## src/design/sbqeq_pkg.sv

```systemverilog
// shared types and constants of the stereo biquad cascade equalizer
`default_nettype none

package sbqeq_pkg;

   // fixed field widths
   localparam int SAMPLE_BITS = 24;
   localparam int COEF_BITS   = 32;
   localparam int COEF_FRAC   = COEF_BITS - 5;
   localparam int HIST_BITS   = 32;
   localparam int PROD_BITS   = COEF_BITS + HIST_BITS;
   localparam int ACC_BITS    = PROD_BITS + 3;
   localparam int SLOTS       = 5;

   // item kinds
   localparam logic [1:0] KIND_SAMPLE = 2'd0;
   localparam logic [1:0] KIND_COEF   = 2'd1;
   localparam logic [1:0] KIND_CLEAR  = 2'd2;

   // coefficient slots within one band
   localparam logic [2:0] SLOT_B0 = 3'd0;
   localparam logic [2:0] SLOT_B1 = 3'd1;
   localparam logic [2:0] SLOT_B2 = 3'd2;
   localparam logic [2:0] SLOT_A1 = 3'd3;
   localparam logic [2:0] SLOT_A2 = 3'd4;

   typedef struct packed {
      logic [1:0]                   kind;
      logic                         channel;
      logic signed [SAMPLE_BITS-1:0] sample_in;
      logic [5:0]                   coef_index;
      logic signed [COEF_BITS-1:0]  coef_value;
   } req_type;

   typedef struct packed {
      logic signed [SAMPLE_BITS-1:0] sample_out;
      logic                         channel_out;
   } rsp_type;

   // controller to datapath commands
   typedef struct packed {
      logic       take_item;
      logic       coef_write;
      logic       hist_clear;
      logic       coef_re;
      logic       hist_re;
      logic [2:0] rd_slot;
      logic       mul_en;
      logic [2:0] mul_slot;
      logic       acc_clear;
      logic       acc_en;
      logic       acc_neg;
      logic       round_en;
      logic       hist_we;
      logic       out_load;
   } cmd_type;

endpackage

`default_nettype wire

```

## src/design/sbqeq_ctrl.sv

```systemverilog
// sequencer of the equalizer: handshakes, band and step schedule
`default_nettype none

module sbqeq_ctrl #(
   parameter int BANDS    = 8,
   parameter int CHANNELS = 2,
   localparam int BW = (BANDS > 1) ? $clog2(BANDS) : 1
) (
   input  wire logic               clock,
   input  wire logic               reset,
   input  wire logic               req_valid,
   output logic                    req_ready,
   input  wire logic [1:0]         req_kind,
   input  wire logic               req_channel,
   output logic                    rsp_valid,
   input  wire logic               rsp_ready,
   input  wire logic               csr_valid,
   output logic                    csr_ready,
   input  wire logic               csr_enable,
   output sbqeq_pkg::cmd_type      cmd,
   output logic [BW-1:0]           band
);

   typedef enum logic [2:0] {
      S_IDLE = 3'b001,
      S_RUN  = 3'b010,
      S_DONE = 3'b100
   } state_type;

   localparam logic [3:0] STEP_MUL_LAST = 4'd5;
   localparam logic [3:0] STEP_ACC_LAST = 4'd6;
   localparam logic [3:0] STEP_ROUND    = 4'd7;
   localparam logic [3:0] STEP_WRITE    = 4'd8;

   state_type   state_ff, state_in;
   logic [BW-1:0] band_ff, band_in;
   logic [3:0]  step_ff, step_in;
   logic        enable_ff, enable_in;
   logic        rsp_valid_ff, rsp_valid_in;
   logic        accept;
   logic        filt;

   assign csr_ready = 1'b1;
   assign enable_in = (csr_valid && csr_ready) ? csr_enable : enable_ff;
   assign req_ready = (state_ff == S_IDLE);
   assign accept    = req_valid && req_ready;
   assign filt      = enable_ff && (32'(req_channel) < CHANNELS);

   // state machine and step schedule
   always_comb begin
      state_in = state_ff;
      band_in  = band_ff;
      step_in  = step_ff;
      cmd      = '0;
      unique case (state_ff)
         S_IDLE: begin
            if (accept) begin
               case (req_kind)
                  sbqeq_pkg::KIND_SAMPLE: begin
                     cmd.take_item = 1'b1;
                     band_in  = '0;
                     step_in  = '0;
                     state_in = filt ? S_RUN : S_DONE;
                  end
                  sbqeq_pkg::KIND_COEF:  cmd.coef_write = 1'b1;
                  sbqeq_pkg::KIND_CLEAR: cmd.hist_clear = 1'b1;
                  default: ;
               endcase
            end
         end
         S_RUN: begin
            cmd.coef_re   = (step_ff <= 4'd4);
            cmd.rd_slot   = step_ff[2:0];
            cmd.hist_re   = (step_ff == 4'd0);
            cmd.mul_en    = (step_ff >= 4'd1) && (step_ff <= STEP_MUL_LAST);
            cmd.mul_slot  = 3'(step_ff - 4'd1);
            cmd.acc_clear = (step_ff == 4'd0);
            cmd.acc_en    = (step_ff >= 4'd2) && (step_ff <= STEP_ACC_LAST);
            cmd.acc_neg   = (step_ff == STEP_MUL_LAST) || (step_ff == STEP_ACC_LAST);
            cmd.round_en  = (step_ff == STEP_ROUND);
            cmd.hist_we   = (step_ff == STEP_WRITE);
            step_in = step_ff + 4'd1;
            if (step_ff == STEP_WRITE) begin
               step_in = '0;
               if (band_ff == BW'(BANDS - 1)) begin
                  state_in = S_DONE;
               end else begin
                  band_in = band_ff + 1'b1;
               end
            end
         end
         S_DONE: begin
            if (!rsp_valid_ff || rsp_ready) begin
               cmd.out_load = 1'b1;
               state_in = S_IDLE;
            end
         end
         default: state_in = S_IDLE;
      endcase
   end

   // result valid flag
   always_comb begin
      rsp_valid_in = rsp_valid_ff;
      if (rsp_valid_ff && rsp_ready) begin
         rsp_valid_in = 1'b0;
      end
      if (cmd.out_load) begin
         rsp_valid_in = 1'b1;
      end
   end

   always_ff @(posedge clock) begin
      if (reset) begin
         state_ff     <= S_IDLE;
         band_ff      <= '0;
         step_ff      <= '0;
         enable_ff    <= 1'b0;
         rsp_valid_ff <= 1'b0;
      end else begin
         state_ff     <= state_in;
         band_ff      <= band_in;
         step_ff      <= step_in;
         enable_ff    <= enable_in;
         rsp_valid_ff <= rsp_valid_in;
      end
   end

   assign rsp_valid = rsp_valid_ff;
   assign band      = band_ff;

   // a result is loaded only into a free or draining output register
   a_load_slot: assert property (@(posedge clock) disable iff (reset)
      cmd.out_load |-> (!rsp_valid_ff || rsp_ready))
      else $error("result loaded over a pending item");

   // step counter stays within one band schedule
   a_step_range: assert property (@(posedge clock) disable iff (reset)
      step_ff <= STEP_WRITE)
      else $error("step counter out of range");

   // a filtered sample starts the cascade at band zero
   a_run_start: assert property (@(posedge clock) disable iff (reset)
      (accept && req_kind == sbqeq_pkg::KIND_SAMPLE && filt)
         |=> (state_ff == S_RUN && band_ff == '0 && step_ff == 4'd0))
      else $error("filtered sample did not start the cascade");

endmodule

`default_nettype wire

```

## config.mk

```make
export PLATFORM = sky130hd
export DESIGN_NAME = sbqeq_ctrl
export DESIGN_NICKNAME = d
export VERILOG_FILES = /design/src/design/sbqeq_pkg.sv /design/src/design/sbqeq_ctrl.sv
export SDC_FILE = /design/constraint.sdc
export NUM_CORES = 1
export LEC_CHECK = 0
export BUFFER_PORTS_ARGS = -buffer_cell sky130_fd_sc_hd__buf_2
export CAP_MARGIN = 10
export CORE_MARGIN = 5
export CORE_UTILIZATION = 51
export CTS_CLUSTER_SIZE = 40
export DETAILED_ROUTE_END_ITERATION = 16
export GPL_TIMING_DRIVEN = 0
export HOLD_SLACK_MARGIN = 0.06
export PLACE_DENSITY = 0.82
export SKIP_LAST_GASP = 1
export SLEW_MARGIN = 10
export SYNTH_ARGS = -nofsm -noshare
export SYNTH_HDL_FRONTEND = slang
export SYNTH_SLANG_ARGS = --single-unit
```

## constraint.sdc

```tcl
create_clock -name clock -period 2.84 [get_ports clock]
set_clock_uncertainty 0.15 [all_clocks]
set_input_delay 0.284 -clock clock [delete_from_list [all_inputs] [get_ports clock]]
set_output_delay 0.284 -clock clock [all_outputs]
set_load 0.01 [all_outputs]
```

# Word-level counts from Yosys, hierarchy flattened
# Index checks and enable logic that the tools add are counted.
# op_classes
add_sub_neg,3
mul,0
n_lt_le_gt_ge,5
n_shift,0
bitwise,0
n_eq_ne,16
reduce_logical,14
n_div,0
n_mux,26
# op_table
operator,n
3-bit two-way mux,12
14-bit two-way mux,1
"4-bit by 3-bit == test with 1-bit output, second input constant",3
"4-bit by 3-bit less-or-equal comparator with 1-bit output, second input constant",3
4-bit two-way mux,3
5-bit AND reduction,2
3-bit one-hot mux with 3 select lines,1
"2-bit != test, second input constant",4
4-bit one-hot mux with 2 select lines,1
1-bit two-way mux,7
"3-bit == test, second input constant",2
3-bit one-hot mux with 2 select lines,1
"4-bit by 1-bit adder with 4-bit output, second input constant",1
"4-bit == test, second input constant",1
"4-bit by 1-bit greater-or-equal comparator with 1-bit output, second input constant",1
"4-bit by 2-bit greater-or-equal comparator with 1-bit output, second input constant",1
1-bit logical AND,4
4-bit zero test,1
"2-bit by 1-bit != test with 1-bit output, second input constant",2
2-bit nonzero test,2
"3-bit by 1-bit adder with 3-bit output, second input constant",1
"3-bit by 1-bit == test with 1-bit output, second input constant",1
"3-bit by 2-bit == test with 1-bit output, second input constant",1
3-bit AND reduction,1
6 further kinds,7
# word_totals
rom_bits,0
ff_bits,12
elab_cells,69
n_memories,0
latchBits,0
in_bits,9
ramBits,0

# Longest topological paths before layout
# Gate-level depths: netlist of run 1.
# logic_depth
word_depth,5
depth_mapped,6

# Least setup slack after synthesis of run 1
# No wires, ideal clock.
# synth_timing
kind,register -> output
start,register state_ff[2]
end,output cmd[13] (netlist name)
path_slack_ps,736
stages_incl_launch_ff,6
arrival_time_ps,1670
path_cell_list,dfxtp_1 buf_6 or3b_1 buf_2 nor4b_1 buf_4
# synth_lines
element,line,text
from (decl),sbqeq_ctrl.sv:35,"state_type state_ff, state_in;"
from (signal assigned),sbqeq_ctrl.sv:121,state_ff <= state_in;
to (decl),sbqeq_ctrl.sv:20,"output sbqeq_pkg::cmd_type cmd,"

==> results of run 1 <==
## state kept, by name, indices dropped and copies added (netlist names)
register and count:
rsp_valid 1, step_ff 4, state_ff 3, enable_ff 1, band 3
## critical path: stages (launching register included)
cell and delay (ns):
dfxtp_1 0.43, or3b_1 0.36, buf_2 0.17, nor4b_1 0.37
buf_4 0.17, buf_2 0.12
## how the worst min path moves through the flow
stage                from         to  slack [ns]  depth (start not counted)
5_1_grt             reset    band[1]        0.15                          2
2_1_floorplan       reset    band[1]        0.24                          1
3_5_place_dp      band[2]    band[2]        0.33                          2
4_1_cts        csr_enable  enable_ff        0.10                          3
3_3_place_gp      band[2]    band[2]        0.32                          2
6_report       csr_enable  enable_ff        0.11                          3
## layout make-up
type / instances / share of cell area (%)
Multi-Input combinational cell: 79 / 51.8
Sequential cell: 12 / 22.1
Timing Repair Buffer: 30 / 13.8
Buffer: 11 / 5.87
Inverter: 7 / 2.42
Clock buffer: 3 / 2.07
Tap cell: 17 / 1.96
## cells in the final DEF, fill, tap and decap left out, types with 2 or more instances in the layout
cell type / n
o41ai_1: 3
or3b_1: 2
o21a_1: 2
a21oi_1: 5
nor2_1: 9
buf_2: 33
o211ai_1: 3
buf_4: 3
nand2_1: 2
ha_1: 6
or3b_2: 2
nand4_1: 4
clkbuf_4: 3
a31oi_1: 2
nor2b_1: 4
and3b_1: 2
dfxtp_1: 12
nor3_1: 7
inv_1: 7
nand2b_1: 2
nand3b_1: 2
clkbuf_1: 4
## power breakdown
group	switching, mW	internal (mW)	total [mW]
registers	0.00220	0.171	0.173
logic	0.0220	0.0183	0.0403
clock network	0.0498	0.0490	0.0988
total	0.0741	0.238	0.312
## logic make-up after synthesis
| group | Yosys count |
|---|---|
| mux | 1 |
| simple gates | 50 |
| other cells | 1 |
| flops | 12 |
| fa+ha+maj | 6 |
| xor+xnor | 1 |
| buf+inv | 18 |
| compound gates | 20 |
## per-layer routing
layer	wire length (µm)	vias to the layer above
met4	7	0
met5	0	-
met1	866	423
met3	176	2
li1	-	459
met2	1140	37
## metrics by stage
step                instance area, µm²  utilization (%)
floorplan                          893                -
global placement                  1060             63.0
detailed placement                1060             63.0
CTS                               1090             64.4
global route                      1090             64.4
finish                            1090             64.4
==> results by group, run 1 <==
Outcome
  • Run status: completed

Pwr
  • Leakage: 0.500 nW
  • Pwr Total: 0.312 mW
  • Cell Pwr Density: 287 mW/mm²
  • Max IR drop VDD: 0.238 mV

Global routing
  • GR Util met3: 5.16%
  • Gr busiest metal: met2
  • Total GRT Usage: 17.2%
  • First-pass GRT wire length: 3620 µm
  • GRT overflow: 0
  • Largest net degree at the start of global routing: 11
  • GR Util met2: 31.6%
  • Initial antenna violation count: 0
  • M1 GR Usage: 20.1%
  • Vias in the first global route: 838

Worst setup path
  • Crit-path max FO: 8
  • Critical Path Source: state_ff[1]
  • Worst setup path class: flip-flop to output pin
  • Worst path required time: 2.41 ns
  • R2R setup slack: 1.00 ns
  • Startpoint Class: flip-flop
  • Reg2reg path depth: 5
  • Critical path endpoint: cmd[13]
  • WP data arrival: 1.88 ns
  • Setup crit end kind: output pin
  • Worst reg2reg path startpoint: step_ff[0]
  • Reg-to-Reg End: step_ff[0]

Placed design
  • Placed Cells: 156
  • Setup WS pre-CTS: 0.824 ns
  • HPWL Detailed: 1680 µm
  • GPL Wtd Cong: 0.832
  • I/O Buffers: 30

Synthesis
  • EDFF count, synth: 0
  • Post-synthesis mux area share: 1.12%
  • Synth top cells by count: 12 x dfxtp_1, 9 x nor2_1, 7 x inv_1, 7 x nor3_1, 6 x ha_1
  • Synth Area in Adders: 8.40%
  • Post-Synthesis Cells: 109
  • YS warnings: 0
  • Synth cell types: 44
  • Sequential fraction of the synthesis area: 26.9%
  • FFs w/ async S/R, synth: 0%
  • Syn Area/Cell: 8.20 µm²
  • Largest family of logic cells by synthesized area: simple AND/OR/NAND/NOR gates
  • Fraction of synthesized cell area in xor and xnor cells: 0.980%
  • Ys flop type: dfxtp_1
  • Simple-gate area share of the yosys netlist: 36.4%
  • Mapped Nets: 124
  • Most area-hungry cell type in the Yosys netlist: dfxtp_1
  • #FFs+latches synth: 12
  • Synthesized area: 893 µm²
  • Compound-cell area share of the yosys netlist: 15.7%
  • Top post-synthesis cells by area: dfxtp_1 27%, ha_1 8.4%, nor3_1 3.9%
  • Most frequent cell after synthesis: dfxtp_1
  • Post-synth top area share: 26.9%

CTS
  • CTS tree: yes
  • CTS Sinks: 12
  • Clk_lat worst skew: 0.27 ns
  • Post-CTS Setup Bufs: 0
  • PostCTS Resize Cnt: 0
  • Root Driver: clkbuf_4
  • Clk slew on worst S/H paths: 0.06 ns
  • CTS buffer count: 3
  • Cts-stage hold buffer count: 0
  • Longest Clk Path Bufs: 2
  • CTS HTree Levels: 1

Finish
  • Layout fillers: 144
  • Fin cells: 159
  • FF/Latch Area: 240 µm²
  • Area grow syn2layout: 21.7%
  • Net count of the finished layout: 159
  • Diodes inserted: 0
  • Area of the multi-input gates: 563 µm²
  • Share of layout cells above drive strength 1: 31.7%

Timing
  • Final count of hold timing violations: 0
  • Final setup margin: 0.529 ns
  • Rel. slew slack: 57.3%
  • Setup Viol. Count Final: 0
  • Fmax: 433 MHz
  • Hold WS: 0.110 ns
  • Final min period: 2.31 ns
  • Slew Limit Fails: 0
  • Final Cycle Share: 81.4%
  • Setup tns final: 0 ns
  • RSZ-0062 raised after global routing: false
  • Worst slew pin tran: 0.638 ns

Flow run
  • Maxcap violations: 0

Routing
  • Wire per inst: 13.7 µm
  • Via density: 5.79
  • Detailed Routing Iterations Pass 1: 4
  • Vias post-DR: 921
  • Total routed wirelength: 2190 µm
  • Starting DRT DRC Count: 13
  • Drc violations: 0
  • Routed Antenna Nets: 0

Floorplanning
  • Core outline area: 0.00169 mm²
  • Die width: 51.9 µm
  • FP Rows: 15
  • Die Y: 51.9 µm
  • Initial Utilization: 52.9%
  • Die area: 0.00269 mm²
  • Total I/O pin count: 33

Min path
  • Tightest Hold Check Type: primary input to flip-flop
No activity file was read; power rests on OpenSTA's default activity.
==> run 2, diff against run 1 <==
Settings changed: CORE_UTILIZATION 51 to 43, PLACE_DENSITY 0.82 to 0.74.
Clock period 2.84 ns to 2.05 ns, I/O delays scaled along.
==> run 2 against run 1 <==
Via count down 0.11%. Critical path type unchanged. Sequential share of layout area down 1.9 points. Clock power up 51%. Cell count up 8.2%. Highest routed layer unchanged. Design area up 11%. Die area up 15%.
==> results by group, run 2 (synthesized netlist as in run 1, its figures left out) <==
Outcome
  • Run status: completed (unchanged)

Routing
  • Starting DRT DRC Count: 20 (was 13)
  • Total routed wirelength: 2170 µm (was 2190 µm)
  • Via density: 5.35 (was 5.79)
  • Wire per inst: 12.6 µm (was 13.7 µm)
  • Drc violations: 0 (unchanged)
  • Detailed Routing Iterations Pass 1: 4 (unchanged)
  • Vias post-DR: 920 (was 921)
  • Routed Antenna Nets: 0 (unchanged)

Floorplanning
  • Die Y: 55.6 µm (was 51.9 µm)
  • Die area: 0.00309 mm² (was 0.00269 mm²)
  • Die width: 55.6 µm (was 51.9 µm)
  • Core outline area: 0.00196 mm² (was 0.00169 mm²)
  • Initial Utilization: 45.5% (was 52.9%)
  • FP Rows: 16 (was 15)
  • Total I/O pin count: 33 (unchanged)

Finish
  • Net count of the finished layout: 162 (was 159)
  • Area grow syn2layout: 35.6% (was 21.7%)
  • Layout fillers: 186 (was 144)
  • FF/Latch Area: 244 µm² (was 240 µm²)
  • Diodes inserted: 0 (unchanged)
  • Number of flip-flops in the largest register: 4 (unchanged)
  • Commonest non-fill, non-tap cell in the layout: buf_2 (unchanged)
  • Share of layout cells above drive strength 1: 36.6% (was 31.7%)
  • Layout Utilization: 61.7% (was 64.4%)
  • Area of the multi-input gates: 607 µm² (was 563 µm²)
  • Reg with most FFs: step_ff (unchanged)
  • Most frequent cells in the layout: 31 x buf_2, 9 x dfxtp_1, 8 x nor2_1, 7 x inv_1, 6 x ha_1 (was 33 x buf_2, 12 x dfxtp_1, 9 x nor2_1, 7 x inv_1, 7 x nor3_1)
  • Fin cells: 172 (was 159)

Global routing
  • Initial antenna violation count: 0 (unchanged)
  • Total GRT Usage: 13.8% (was 17.2%)
  • First-pass GRT wire length: 3510 µm (was 3620 µm)
  • Vias in the first global route: 766 (was 838)
  • GRT overflow: 0 (unchanged)
  • Largest net degree at the start of global routing: 11 (unchanged)

Pwr
  • Cell Pwr Density: 368 mW/mm² (was 287 mW/mm²)
  • Cell internal pwr: 0.332 mW (was 0.238 mW)
  • Sw Share: 25.5% (was 23.7%)
  • Leakage: 0.540 nW (was 0.500 nW)
  • Combinational power share: 12.4% (was 12.9%)
  • Max IR drop VDD: 0.359 mV (was 0.238 mV)
  • Fraction of power consumed by sequential logic: 54.3% (was 55.4%)
  • Psw: 0.114 mW (was 0.0741 mW)
  • Clock power share: 33.3% (was 31.7%)

Timing
  • Final count of hold timing violations: 0 (unchanged)
  • Fmax: 506 MHz
  • Worst slew pin tran: 0.610 ns (was 0.638 ns)
  • Rel. slew slack: 59.3% (was 57.3%)
  • Slew Limit Fails: 0 (unchanged)
  • Final Cycle Share: 96.5%
  • Setup Viol. Count Final: 0 (unchanged)
  • Final min period: 1.98 ns
  • Setup tns final: 0 ns (unchanged)
  • Hold WS: 0.0911 ns (was 0.110 ns)
  • RSZ-0062 raised after global routing: true (was false)

Placed design
  • Placed Cells: 166 (was 156)
  • HPWL Detailed: 1520 µm (was 1680 µm)
  • I/O Buffers: 30 (unchanged)
  • GPL Wtd Cong: 0.760 (was 0.832)

CTS
  • CTS Sinks: 12 (unchanged)
  • Clk slew on worst S/H paths: 0.07 ns (was 0.06 ns)
  • Clk_lat worst skew: 0.27 ns (about the same)
  • CTS HTree Levels: 1 (unchanged)
  • CTS buffer count: 3 (unchanged)
  • CTS tree: yes (unchanged)
  • Longest Clk Path Bufs: 2 (unchanged)
  • Root Driver: clkbuf_4 (unchanged)

Worst setup path
  • Startpoint Class: flip-flop (unchanged)
  • Worst path required time: 1.69 ns (was 2.41 ns)
  • Worst setup path class: flip-flop to output pin (unchanged)
  • Setup crit end kind: output pin (unchanged)
  • Crit-path max FO: 8 (unchanged)
  • WP data arrival: 1.62 ns (was 1.88 ns)

Min path
  • Tightest Hold Check Type: primary input to flip-flop (unchanged)

Flow run
  • Maxcap violations: 0 (unchanged)
[run 2: routing by layer]
layer / up-vias / track usage, % / part of all wire [%]
li1: 463 / - / -
met3: 2 / 4.64 / 7.0
met2: 38 / 21.1 / 46
met4: 0 / 3.82 / 0.46
met5: - / 0 / 0
met1: 417 / 18.3 / 47
[run 2: per-stage QoR]
step | power [mW] | instance area (µm²) | setup WS [ns]
finish | 0.446 | 1210 | 0.0721
detailed placement | 0.300 | 1080 | 0.126
CTS | 0.454 | 1150 | 0.0126
floorplan | 0.280 | 893 | 0.0252
global placement | 0.299 | 1080 | 0.160
global route | 0.467 | 1210 | -0.0282
[run 2: power by group through the flow]
stage	logic, mW	clock network (mW)	registers (mW)
2_1_floorplan	0.0357	0	0.244
3_3_place_gp	0.0546	0	0.244
3_5_place_dp	0.0552	0	0.245
4_1_cts	0.0604	0.154	0.239
5_1_grt	0.0614	0.162	0.243
6_report	0.0553	0.149	0.242
[run 2: what timing repair did]
action | 4_1_cts | 5_1_grt
endpoints found under the setup margin | 7 | 7
buffers inserted | 0 | 1
endpoints found under the hold margin | 2 | 0
gates cloned | 0 | 2
hold buffers | 3 | 0
pin swaps | 0 | 2
resized for setup | 10 | 8
[run 2: final timing paths]
check / start / to / slack [ns] / cells past startpoint
max: state_ff[1] / cmd[4] / 0.07 / 5
min: rsp_ready / rsp_valid / 0.09 / 3
max reg2reg: step_ff[0] / step_ff[0] / 0.21 / 5
min reg2reg: band[1] / band[1] / 0.33 / 2
[run 2: layout make-up]
cell class / instances / area share (%)
multi-input combinational: 79 / 50.1
timing repair buffer: 36 / 18.0
clock buffer: 3 / 1.86
tap: 27 / 2.79
buffer: 8 / 4.96
sequential: 12 / 20.1
inverter: 7 / 2.17
[run 2: critical path: stages, from the launching register on]
cell and delay (ns):
dfxtp_2 0.38, or3b_4 0.41, buf_8 0.15, buf_8 0.13, nor3_4 0.14, buf_2 0.15
